## src/hw/rtl/mrtu_pkg.sv

```systemverilog
package mrtu_pkg;

    // Operation codes of a request
    localparam logic [2:0] OP_STORE = 3'd0;
    localparam logic [2:0] OP_FETCH = 3'd1;
    localparam logic [2:0] OP_WRITE = 3'd2;
    localparam logic [2:0] OP_READ  = 3'd3;
    localparam logic [2:0] OP_RXB   = 3'd4;
    localparam logic [2:0] OP_EOF   = 3'd5;

    // Result kinds
    localparam logic [1:0] KIND_TX     = 2'd0;
    localparam logic [1:0] KIND_STATUS = 2'd1;
    localparam logic [1:0] KIND_VALUE  = 2'd2;

    // Frame status codes
    localparam logic [2:0] ST_WRITE_ACK = 3'd0;
    localparam logic [2:0] ST_READ_OK   = 3'd1;
    localparam logic [2:0] ST_BAD_ADDR  = 3'd2;
    localparam logic [2:0] ST_NOT_PEND  = 3'd3;
    localparam logic [2:0] ST_BAD_CRC   = 3'd4;
    localparam logic [2:0] ST_BAD_LEN   = 3'd5;

    // Pending function
    localparam logic [1:0] FN_IDLE  = 2'd0;
    localparam logic [1:0] FN_WRITE = 2'd1;
    localparam logic [1:0] FN_READ  = 2'd2;

    // Modbus function bytes
    localparam logic [7:0] CODE_WRITE = 8'h10;
    localparam logic [7:0] CODE_READ  = 8'h03;

    // Configuration register indexes
    localparam logic [1:0] CFG_SLAVE = 2'd0;
    localparam logic [1:0] CFG_WBASE = 2'd1;
    localparam logic [1:0] CFG_RBASE = 2'd2;

    // Reset values of configuration
    localparam logic [7:0]  SLAVE_RST = 8'd2;
    localparam logic [15:0] WBASE_RST = 16'd2000;
    localparam logic [15:0] RBASE_RST = 16'd1000;

    // CRC-16/Modbus
    localparam logic [15:0] CRC_INIT = 16'hFFFF;
    localparam logic [15:0] CRC_POLY = 16'hA001;

    typedef struct packed {
        logic [2:0]  operation;
        logic [5:0]  reg_index;
        logic [4:0]  reg_count;
        logic [15:0] reg_value;
        logic [7:0]  rx_byte;
    } in_item_t;

    typedef struct packed {
        logic [1:0]  kind;
        logic [7:0]  tx_byte;
        logic        last;
        logic [2:0]  status;
        logic [15:0] reg_value_out;
    } out_item_t;

    // Control of the shared CRC unit
    typedef struct packed {
        logic       init;
        logic       en;
        logic [7:0] data;
    } crc_ctrl_t;

    typedef enum logic [4:0] {
        S_CLEAR,
        S_IDLE,
        S_FETCH_RD,
        S_FETCH_OUT,
        S_TX_HDR,
        S_TX_RD,
        S_TX_HI,
        S_TX_LO,
        S_TX_CLO,
        S_TX_CHI,
        S_CHK_ADDR,
        S_CHK_FN,
        S_CHK_LEN,
        S_CRC_ISSUE,
        S_CRC_RUN,
        S_CMP_LO,
        S_CMP_HI,
        S_ST_HI_RD,
        S_ST_LO_RD,
        S_ST_WR,
        S_STAT
    } state_t;

    // One byte through the reflected CRC, eight bit steps
    function automatic logic [15:0] crc_byte(input logic [15:0] crc, input logic [7:0] b);
        logic [15:0] c;
        c = crc ^ {8'h00, b};
        for (int k = 0; k < 8; k++)
        begin
            if (c[0])
                c = (c >> 1) ^ CRC_POLY;
            else
                c = c >> 1;
        end
        return c;
    endfunction

endpackage

```

## src/hw/rtl/mrtu_crc.sv

```systemverilog
module mrtu_crc (
    input  logic              clk,
    input  logic              rst_n,
    input  mrtu_pkg::crc_ctrl_t ctrl,
    output logic [15:0]       crc
);
    import mrtu_pkg::*;

    logic [15:0] crc_reg;
    logic [15:0] crc_next;

    // Byte-wide CRC accumulator shared by transmit and check
    always_comb
    begin
        crc_next = crc_reg;
        if (ctrl.init)
            crc_next = CRC_INIT;
        else if (ctrl.en)
            crc_next = crc_byte(crc_reg, ctrl.data);
    end

    always_ff @(posedge clk or negedge rst_n)
    begin
        if (!rst_n)
            crc_reg <= CRC_INIT;
        else
            crc_reg <= crc_next;
    end

    assign crc = crc_reg;

endmodule

```

## src/hw/rtl/modbus_rtu_master_framer.sv

```systemverilog
// Channel  | Direction | Handshake            | Payload
// ---------+-----------+----------------------+------------------------
// in       | to block  | in_valid / in_stall  | in_data  (in_item_t)
// out      | from block| out_valid / out_stall| out_data (out_item_t)
// cfg      | to block  | cfg_we               | cfg_index, cfg_data
//
// Store and rx byte requests are handled in the idle state. A fetch reads the store,
// then returns the value. A frame is sent as header, stored registers for a write, then
// CRC; an end-of-frame check runs the CRC over the checked bytes, then copies read registers to the store.
// The timing is set by the byte-wide CRC unit and the single store read port.
// After reset the holding store is cleared entry by entry with in_stall high.
// A stalled output only holds the sequencer at its next result.
module modbus_rtu_master_framer #(
    parameter int STORE_DEPTH = 64,
    parameter int MAX_REGS    = 16,
    parameter int RX_DEPTH    = 64
) (
    input  logic                clk,
    input  logic                rst_n,
    input  logic                in_valid,
    output logic                in_stall,
    input  mrtu_pkg::in_item_t  in_data,
    output logic                out_valid,
    input  logic                out_stall,
    output mrtu_pkg::out_item_t out_data,
    input  logic                cfg_we,
    input  logic [1:0]          cfg_index,
    input  logic [15:0]         cfg_data
);
    import mrtu_pkg::*;

    localparam int AW    = $clog2(STORE_DEPTH);
    localparam int CWS   = $clog2(STORE_DEPTH + 1);
    localparam int CW    = (CWS > 9) ? CWS : 9;
    localparam int RX_AW = $clog2(RX_DEPTH);
    localparam int RCW   = $clog2(RX_DEPTH + 1);

    // Memories
    logic [15:0] store_mem [STORE_DEPTH];
    logic [7:0]  rx_mem    [RX_DEPTH];

    state_t      state_reg, state_next;
    logic [AW-1:0] clr_reg, clr_next;
    logic [2:0]  pos_reg, pos_next;
    logic [6:0]  word_reg, word_next;
    logic [8:0]  ptr_reg, ptr_next;
    logic [8:0]  len_reg, len_next;
    logic [7:0]  bytes_reg, bytes_next;
    logic [7:0]  byte_reg, byte_next;
    logic [2:0]  status_reg, status_next;
    logic        eof_reg, eof_next;
    logic [RCW-1:0] rxcnt_reg, rxcnt_next;
    logic [1:0]  pfn_reg, pfn_next;
    logic [5:0]  pstart_reg, pstart_next;
    logic [5:0]  idx_reg, idx_next;
    logic [4:0]  cnt_reg, cnt_next;
    logic        wr_reg, wr_next;
    logic [15:0] addr_reg, addr_next;
    logic [7:0]  slave_reg;
    logic [15:0] wbase_reg;
    logic [15:0] rbase_reg;
    logic        out_valid_reg, out_valid_next;
    out_item_t   out_data_reg, out_data_next;

    logic          st_we, st_re;
    logic [AW-1:0] st_waddr, st_raddr;
    logic [15:0]   st_wdata, st_rdata_reg;
    logic          rx_we, rx_re;
    logic [RX_AW-1:0] rx_raddr;
    logic [7:0]    rx_rdata_reg;

    crc_ctrl_t     crc_ctrl;
    logic [15:0]   crc;

    logic          accept, slot_free, emit;
    out_item_t     emit_item;
    logic [CW-1:0] req_end;
    logic [9:0]    cnt10;
    logic [7:0]    hdr_byte;
    logic [7:0]    code_exp;

    mrtu_crc u_crc (
        .clk  (clk),
        .rst_n(rst_n),
        .ctrl (crc_ctrl),
        .crc  (crc)
    );

    assign accept    = in_valid && (state_reg == S_IDLE);
    assign in_stall  = (state_reg != S_IDLE);
    assign slot_free = !out_valid_reg || !out_stall;
    assign req_end   = CW'(in_data.reg_index) + CW'(in_data.reg_count);
    assign cnt10     = 10'(rxcnt_reg);

    // Header byte of the request frame
    always_comb
    begin
        case (pos_reg)
            3'd0:    hdr_byte = slave_reg;
            3'd1:    hdr_byte = wr_reg ? CODE_WRITE : CODE_READ;
            3'd2:    hdr_byte = addr_reg[15:8];
            3'd3:    hdr_byte = addr_reg[7:0];
            3'd4:    hdr_byte = 8'h00;
            3'd5:    hdr_byte = 8'(cnt_reg);
            default: hdr_byte = 8'({cnt_reg, 1'b0});
        endcase
    end

    always_comb
    begin
        case (pfn_reg)
            FN_WRITE: code_exp = CODE_WRITE;
            FN_READ:  code_exp = CODE_READ;
            default:  code_exp = 8'h00;
        endcase
    end

    // Sequencer
    always_comb
    begin
        state_next  = state_reg;
        clr_next    = clr_reg;
        pos_next    = pos_reg;
        word_next   = word_reg;
        ptr_next    = ptr_reg;
        len_next    = len_reg;
        bytes_next  = bytes_reg;
        byte_next   = byte_reg;
        status_next = status_reg;
        eof_next    = eof_reg;
        rxcnt_next  = rxcnt_reg;
        pfn_next    = pfn_reg;
        pstart_next = pstart_reg;
        idx_next    = idx_reg;
        cnt_next    = cnt_reg;
        wr_next     = wr_reg;
        addr_next   = addr_reg;
        st_we       = 1'b0;
        st_waddr    = clr_reg;
        st_wdata    = 16'h0000;
        st_re       = 1'b0;
        st_raddr    = AW'(idx_reg) + AW'(word_reg);
        rx_we       = 1'b0;
        rx_re       = 1'b0;
        rx_raddr    = ptr_reg[RX_AW-1:0];
        crc_ctrl    = '0;
        emit        = 1'b0;
        emit_item   = '0;

        case (state_reg)
            S_CLEAR:
            begin
                st_we    = 1'b1;
                clr_next = clr_reg + 1'b1;
                if (clr_reg == AW'(STORE_DEPTH - 1))
                    state_next = S_IDLE;
            end
            S_IDLE:
            begin
                if (accept)
                begin
                    idx_next  = in_data.reg_index;
                    cnt_next  = in_data.reg_count;
                    pos_next  = 3'd0;
                    word_next = 7'd0;
                    eof_next  = 1'b0;
                    case (in_data.operation)
                        OP_STORE:
                        begin
                            if (CW'(in_data.reg_index) < CW'(STORE_DEPTH))
                            begin
                                st_we    = 1'b1;
                                st_waddr = AW'(in_data.reg_index);
                                st_wdata = in_data.reg_value;
                            end
                        end
                        OP_FETCH:
                            state_next = S_FETCH_RD;
                        OP_WRITE, OP_READ:
                        begin
                            if (in_data.reg_count == 5'd0 ||
                                32'(in_data.reg_count) > MAX_REGS ||
                                req_end > CW'(STORE_DEPTH))
                            begin
                                status_next = ST_BAD_LEN;
                                state_next  = S_STAT;
                            end
                            else
                            begin
                                wr_next       = (in_data.operation == OP_WRITE);
                                addr_next     = 16'(in_data.reg_index) +
                                    ((in_data.operation == OP_WRITE) ? wbase_reg : rbase_reg);
                                pfn_next      = (in_data.operation == OP_WRITE) ?
                                                FN_WRITE : FN_READ;
                                pstart_next   = in_data.reg_index;
                                crc_ctrl.init = 1'b1;
                                state_next    = S_TX_HDR;
                            end
                        end
                        OP_RXB:
                        begin
                            if (rxcnt_reg < RCW'(RX_DEPTH))
                            begin
                                rx_we      = 1'b1;
                                rxcnt_next = rxcnt_reg + 1'b1;
                            end
                        end
                        OP_EOF:
                        begin
                            eof_next   = 1'b1;
                            rx_re      = 1'b1;
                            rx_raddr   = '0;
                            state_next = S_CHK_ADDR;
                        end
                        default:
                        begin
                        end
                    endcase
                end
            end
            S_FETCH_RD:
            begin
                st_re      = 1'b1;
                st_raddr   = AW'(idx_reg);
                state_next = S_FETCH_OUT;
            end
            S_FETCH_OUT:
            begin
                if (slot_free)
                begin
                    emit                    = 1'b1;
                    emit_item.kind          = KIND_VALUE;
                    emit_item.reg_value_out =
                        (CW'(idx_reg) < CW'(STORE_DEPTH)) ? st_rdata_reg : 16'h0000;
                    state_next              = S_IDLE;
                end
            end
            // Request frame emission
            S_TX_HDR:
            begin
                if (slot_free)
                begin
                    emit              = 1'b1;
                    emit_item.tx_byte = hdr_byte;
                    crc_ctrl.en       = 1'b1;
                    crc_ctrl.data     = hdr_byte;
                    pos_next          = pos_reg + 1'b1;
                    if (pos_reg == 3'd5 && !wr_reg)
                        state_next = S_TX_CLO;
                    else if (pos_reg == 3'd6)
                        state_next = S_TX_RD;
                end
            end
            S_TX_RD:
            begin
                st_re      = 1'b1;
                state_next = S_TX_HI;
            end
            S_TX_HI:
            begin
                if (slot_free)
                begin
                    emit              = 1'b1;
                    emit_item.tx_byte = st_rdata_reg[15:8];
                    crc_ctrl.en       = 1'b1;
                    crc_ctrl.data     = st_rdata_reg[15:8];
                    state_next        = S_TX_LO;
                end
            end
            S_TX_LO:
            begin
                if (slot_free)
                begin
                    emit              = 1'b1;
                    emit_item.tx_byte = st_rdata_reg[7:0];
                    crc_ctrl.en       = 1'b1;
                    crc_ctrl.data     = st_rdata_reg[7:0];
                    if (word_reg == 7'(cnt_reg) - 7'd1)
                        state_next = S_TX_CLO;
                    else
                    begin
                        word_next  = word_reg + 7'd1;
                        state_next = S_TX_RD;
                    end
                end
            end
            S_TX_CLO:
            begin
                if (slot_free)
                begin
                    emit              = 1'b1;
                    emit_item.tx_byte = crc[7:0];
                    state_next        = S_TX_CHI;
                end
            end
            S_TX_CHI:
            begin
                if (slot_free)
                begin
                    emit              = 1'b1;
                    emit_item.tx_byte = crc[15:8];
                    emit_item.last    = 1'b1;
                    state_next        = S_IDLE;
                end
            end
            // Reply checks
            S_CHK_ADDR:
            begin
                if (rxcnt_reg == '0 || rx_rdata_reg != slave_reg)
                begin
                    status_next = ST_BAD_ADDR;
                    state_next  = S_STAT;
                end
                else
                begin
                    rx_re      = 1'b1;
                    rx_raddr   = RX_AW'(1);
                    state_next = S_CHK_FN;
                end
            end
            S_CHK_FN:
            begin
                if (cnt10 < 10'd2 || pfn_reg == FN_IDLE || rx_rdata_reg != code_exp)
                begin
                    status_next = ST_NOT_PEND;
                    state_next  = S_STAT;
                end
                else if (pfn_reg == FN_WRITE)
                begin
                    if (cnt10 < 10'd8)
                    begin
                        status_next = ST_BAD_LEN;
                        state_next  = S_STAT;
                    end
                    else
                    begin
                        len_next   = 9'd6;
                        state_next = S_CRC_ISSUE;
                    end
                end
                else if (cnt10 < 10'd3)
                begin
                    status_next = ST_BAD_LEN;
                    state_next  = S_STAT;
                end
                else
                begin
                    rx_re      = 1'b1;
                    rx_raddr   = RX_AW'(2);
                    state_next = S_CHK_LEN;
                end
            end
            S_CHK_LEN:
            begin
                bytes_next = rx_rdata_reg;
                if (10'(rx_rdata_reg) + 10'd5 > cnt10 ||
                    CW'(pstart_reg) + CW'(rx_rdata_reg[7:1]) > CW'(STORE_DEPTH))
                begin
                    status_next = ST_BAD_LEN;
                    state_next  = S_STAT;
                end
                else
                begin
                    len_next   = 9'(rx_rdata_reg) + 9'd3;
                    state_next = S_CRC_ISSUE;
                end
            end
            S_CRC_ISSUE:
            begin
                crc_ctrl.init = 1'b1;
                rx_re         = 1'b1;
                rx_raddr      = '0;
                ptr_next      = 9'd1;
                state_next    = S_CRC_RUN;
            end
            S_CRC_RUN:
            begin
                crc_ctrl.en   = 1'b1;
                crc_ctrl.data = rx_rdata_reg;
                rx_re         = 1'b1;
                ptr_next      = ptr_reg + 9'd1;
                if (ptr_reg == len_reg)
                    state_next = S_CMP_LO;
            end
            S_CMP_LO:
            begin
                byte_next  = rx_rdata_reg;
                rx_re      = 1'b1;
                state_next = S_CMP_HI;
            end
            S_CMP_HI:
            begin
                word_next = 7'd0;
                ptr_next  = 9'd3;
                if ({rx_rdata_reg, byte_reg} != crc)
                begin
                    status_next = ST_BAD_CRC;
                    state_next  = S_STAT;
                end
                else if (pfn_reg == FN_WRITE)
                begin
                    pfn_next    = FN_IDLE;
                    pstart_next = 6'd0;
                    status_next = ST_WRITE_ACK;
                    state_next  = S_STAT;
                end
                else if (bytes_reg[7:1] == 7'd0)
                begin
                    pfn_next    = FN_IDLE;
                    pstart_next = 6'd0;
                    status_next = ST_READ_OK;
                    state_next  = S_STAT;
                end
                else
                    state_next = S_ST_HI_RD;
            end
            // Copy read data into the holding store
            S_ST_HI_RD:
            begin
                rx_re      = 1'b1;
                ptr_next   = ptr_reg + 9'd1;
                state_next = S_ST_LO_RD;
            end
            S_ST_LO_RD:
            begin
                byte_next  = rx_rdata_reg;
                rx_re      = 1'b1;
                ptr_next   = ptr_reg + 9'd1;
                state_next = S_ST_WR;
            end
            S_ST_WR:
            begin
                st_we    = 1'b1;
                st_waddr = AW'(pstart_reg) + AW'(word_reg);
                st_wdata = {byte_reg, rx_rdata_reg};
                if (word_reg == bytes_reg[7:1] - 7'd1)
                begin
                    pfn_next    = FN_IDLE;
                    pstart_next = 6'd0;
                    status_next = ST_READ_OK;
                    state_next  = S_STAT;
                end
                else
                begin
                    word_next  = word_reg + 7'd1;
                    state_next = S_ST_HI_RD;
                end
            end
            S_STAT:
            begin
                if (slot_free)
                begin
                    emit             = 1'b1;
                    emit_item.kind   = KIND_STATUS;
                    emit_item.status = status_reg;
                    if (eof_reg)
                        rxcnt_next = '0;
                    state_next = S_IDLE;
                end
            end
            default:
                state_next = S_IDLE;
        endcase
    end

    // Output register
    always_comb
    begin
        out_valid_next = out_valid_reg && out_stall;
        out_data_next  = out_data_reg;
        if (emit)
        begin
            out_valid_next = 1'b1;
            out_data_next  = emit_item;
        end
    end

    assign out_valid = out_valid_reg;
    assign out_data  = out_data_reg;

    // Control registers
    always_ff @(posedge clk or negedge rst_n)
    begin
        if (!rst_n)
        begin
            state_reg     <= S_CLEAR;
            clr_reg       <= '0;
            rxcnt_reg     <= '0;
            pfn_reg       <= FN_IDLE;
            pstart_reg    <= 6'd0;
            eof_reg       <= 1'b0;
            out_valid_reg <= 1'b0;
            slave_reg     <= SLAVE_RST;
            wbase_reg     <= WBASE_RST;
            rbase_reg     <= RBASE_RST;
        end
        else
        begin
            state_reg     <= state_next;
            clr_reg       <= clr_next;
            rxcnt_reg     <= rxcnt_next;
            pfn_reg       <= pfn_next;
            pstart_reg    <= pstart_next;
            eof_reg       <= eof_next;
            out_valid_reg <= out_valid_next;
            if (cfg_we)
            begin
                case (cfg_index)
                    CFG_SLAVE: slave_reg <= cfg_data[7:0];
                    CFG_WBASE: wbase_reg <= cfg_data;
                    CFG_RBASE: rbase_reg <= cfg_data;
                    default:
                    begin
                    end
                endcase
            end
        end
    end

    // Payload registers
    always_ff @(posedge clk)
    begin
        pos_reg      <= pos_next;
        word_reg     <= word_next;
        ptr_reg      <= ptr_next;
        len_reg      <= len_next;
        bytes_reg    <= bytes_next;
        byte_reg     <= byte_next;
        status_reg   <= status_next;
        idx_reg      <= idx_next;
        cnt_reg      <= cnt_next;
        wr_reg       <= wr_next;
        addr_reg     <= addr_next;
        out_data_reg <= out_data_next;
    end

    // Holding store
    always_ff @(posedge clk)
    begin
        if (st_we)
            store_mem[st_waddr] <= st_wdata;
        if (st_re)
            st_rdata_reg <= store_mem[st_raddr];
    end

    // Receive buffer
    always_ff @(posedge clk)
    begin
        if (rx_we)
            rx_mem[rxcnt_reg[RX_AW-1:0]] <= in_data.rx_byte;
        if (rx_re)
            rx_rdata_reg <= rx_mem[rx_raddr];
    end

endmodule
```

## config.mk

```make
export PLATFORM = sky130hd
export DESIGN_NAME = modbus_rtu_master_framer
export DESIGN_NICKNAME = d
export VERILOG_FILES = /design/src/hw/rtl/mrtu_pkg.sv /design/src/hw/rtl/mrtu_crc.sv /design/src/hw/rtl/modbus_rtu_master_framer.sv
export SDC_FILE = /design/constraint.sdc
export NUM_CORES = 2
export LEC_CHECK = 0
export ABC_AREA = 1
export BUFFER_PORTS_ARGS = -buffer_cell sky130_fd_sc_hd__buf_2
export CAP_MARGIN = 20
export CORE_ASPECT_RATIO = 0.6
export CORE_MARGIN = 5
export CORE_UTILIZATION = 55
export CTS_BUF_LIST = sky130_fd_sc_hd__clkbuf_8 sky130_fd_sc_hd__clkbuf_16
export DETAILED_ROUTE_END_ITERATION = 8
export HOLD_SLACK_MARGIN = 0.03
export PLACE_DENSITY = 0.75
export SETUP_SLACK_MARGIN = 0.05
export SYNTH_ARGS = -nofsm -noshare
export SYNTH_HDL_FRONTEND = slang
export SYNTH_SLANG_ARGS = --single-unit
```

## constraint.sdc

```tcl
create_clock -name clk -period 12 [get_ports clk]
set_input_delay 3 -clock clk [delete_from_list [all_inputs] [get_ports clk]]
set_output_delay 3 -clock clk [all_outputs]
set_load 0.01 [all_outputs]
```

==> flow_summary.toml <==
[outcome]
status = "finished, final reports clean"

[setup_path]
cp_slowest_stage_delay_ns = 0.59
cpMostUsedCell = "nor2_1"
required_ns = 12.46
endpoint_kind = "flip-flop"
cp_data_arrival_time_ns = 6.63
crit_path_max_fanout = 21
crit_path_top_delay_cell = "nor2_1"
start_kind = "input pin"
path_class = "in2reg"
path_cells = "buf_2, nand2_2, inv_2, nand2_1, inv_1, nor2_1, a221oi_1, o21ai_0, o21ai_0, buf_4, inv_1, nor2_1, nand2_1, nor2_1, buf_4"

[global_routing]
grt_pass1_vias = 48200
grtUsageTotal = 0.283
grt_max_degree = 180
overflow = 0
antenna_found_initial = 3
grt_first_pass_wirelength_mm = 307

[logic_synthesis]
synth_commonest_cells = "edfxtp_1 (1664), nand2_1 (1047), nor2_1 (818)"
synth_area_leaders = "edfxtp_1 (67%), nand2_1 (5.3%), nand3_1 (4.2%)"
synthArstFlopShare = 0.0481
syn_avg_cell_area_um2 = 11.7
netlist_instances = 6362
yosysUniqueCellTypes = 60
yosys.area.top_type_share = 0.671
yosysTopAreaCell = "edfxtp_1"
ys_seq_area_frac = 0.699
synth_edf_count = 1664
synth_fp_nets = 6476
synth_most_common_cell = "edfxtp_1"
synth_seq_cells = 1748
synth_flop_cell = "edfxtp_1"
syn_area_um2 = 74500
yosysWarnings = 0

[finish]
instances_no_fill = 8317
finalNetCount = 6506
largest_reg_flops = 1024
drive_gt1_frac = 0.0855
multi_input_area_um2 = 19800
fillers = 10300
area_growth_pct = 10.1
diodes = 0
regArea_um2 = 52100

[detailed_routing]
vias = 52300
wl_mm = 208
wl_met1_mm = 85.3
firstDrtPassIters = 8
wl_met2_mm = 83.3
dr_wl_met3_mm = 34.4
ant_nets = 0
wire_per_inst_um = 25.0
drc = 0
top_layer = "met4"
first_iter_violations = 8527
vias_per_cell = 6.29

[clock_tree]
cts_setup_buffers = 0
tritoncts = "built"
cts.sinks = 1748
clk_path_buf_depth = 3
cts_hold_buffers = 0
numCtsBuffers = 155
htreeDepth = 4
cts_root_buf = "clkbuf_16"
path_clk_slew_ns = 0.06
clock_latency_ns = 0.80
cts_resized = 0

[sta]
slew_headroom = 0.213
finClkSkew_ns = 0.0448
worst_slew_pin_slew_ns = 1.18
drv_slew = 0
rsz0062_at_grt = "no"
setup_ws_ns = 5.83
finalSetupViolCount = 0
fmax_mhz = 162
fin_tns_setup_ns = 0
period_share = 0.514
finalHoldViolations = 0
fin_crit_ns = 6.17

[min_path]
hold_class = "reg2reg"

[power]
leakage_nw = 30.2
cellPowerDensity_nw_per_um2 = 296
vdd_drop_max_v = 0.000516

[floorplan]
die_w_um = 485
rows = 104
core_um2 = 134000
initial_utilization = 0.555
io_pins = 93
die_area_um2 = 143000
die_h_um = 295

[placed_design]
dp.cells = 8034
place_congestion = 0.983
pre_cts_ws_ns = 5.09
place_hpwl_mm = 123
port_buffers = 92

[run]
maxCapViolations = 0
==> area by class of cell <==
| cell class | count | area share |
|---|---|---|
| inverters | 336 | 0.0156 |
| flip-flops and latches | 1748 | 0.635 |
| clock buffers | 161 | 0.0484 |
| well taps | 1802 | 0.0275 |
| multi-input cells | 3913 | 0.241 |
| clock inverters | 119 | 0.0121 |
| repair buffers | 238 | 0.0200 |
==> cell families after synthesis <==
logic type,share of synthesized area
AND/OR/NAND/NOR,0.155
flip-flops,0.699
AO/OA/AOI/OAI,0.0878
buffers and inverters,0.0378
XOR/XNOR,0.00976
adder cells (fa/ha/maj),0.00941
multiplexers,0.000672
==> critical path, delay by kind of cell <==
family	cells	cell delay, ns
AND/OR/NAND/NOR	6	1.49
buffers and inverters	6	1.58
AO/OA/AOI/OAI	3	0.56
==> path summary, 6_finish.rpt <==
check	slack [ns]	to	from	depth (start not counted)
worst max-delay path	5.83	store_mem[17][8]	in_valid	15
worst min-delay path	0.49	rbase_reg[1]	rbase_reg[1]	2
worst max register to register	5.92	rx_rdata_reg[6]	rx_rdata_reg[7]	19
worst min register to register	0.49	rbase_reg[1]	rbase_reg[1]	2
max in group asynchronous	8.69	clr_reg[0]	rst_n	2
min in group asynchronous	2.17	wbase_reg[14]	rst_n	1
==> layout by cell type (no fill, tap or decap), types with 33 or more instances in the layout <==
| cell type | instances |
|---|---|
| o211ai_1 | 92 |
| clkbuf_16 | 156 |
| clkinv_1 | 35 |
| edfxtp_1 | 1664 |
| buf_4 | 141 |
| xor2_1 | 50 |
| nand3_1 | 632 |
| a21oi_1 | 54 |
| o221ai_1 | 178 |
| o21ai_1 | 34 |
| nor2_1 | 817 |
| xnor2_1 | 33 |
| o22ai_1 | 90 |
| nand3b_1 | 92 |
| ha_1 | 48 |
| inv_1 | 347 |
| o21ai_0 | 568 |
| buf_2 | 91 |
| nand2_1 | 1043 |
| dfrtp_1 | 55 |
==> report_power, final <==
part           switching (mW)  internal (mW)
Combinational            8.87           3.05
Sequential              0.259           7.17
Clock                    2.27           2.66
Total                    11.4           12.9
==> through the flow <==
step	power, mW	cell area [µm²]	utilization	hold slack [ns]
floorplan	14.9	74500	-	0.449
global placement	18.6	77000	0.574	0.466
detailed placement	18.9	77000	0.574	0.474
CTS	23.8	82000	0.610	0.490
global route	25.4	82000	0.611	0.501
finish	24.3	82000	0.611	0.488
==> metal layers <==
| metal | vias to the layer above | global-route usage |
|---|---|---|
| met5 | - | 0 |
| met4 | 0 | 0.0641 |
| met3 | 342 | 0.103 |
| met2 | 3850 | 0.379 |
| met1 | 25200 | 0.442 |
| li1 | 22900 | - |
No activity file was read; power rests on OpenSTA's default activity.
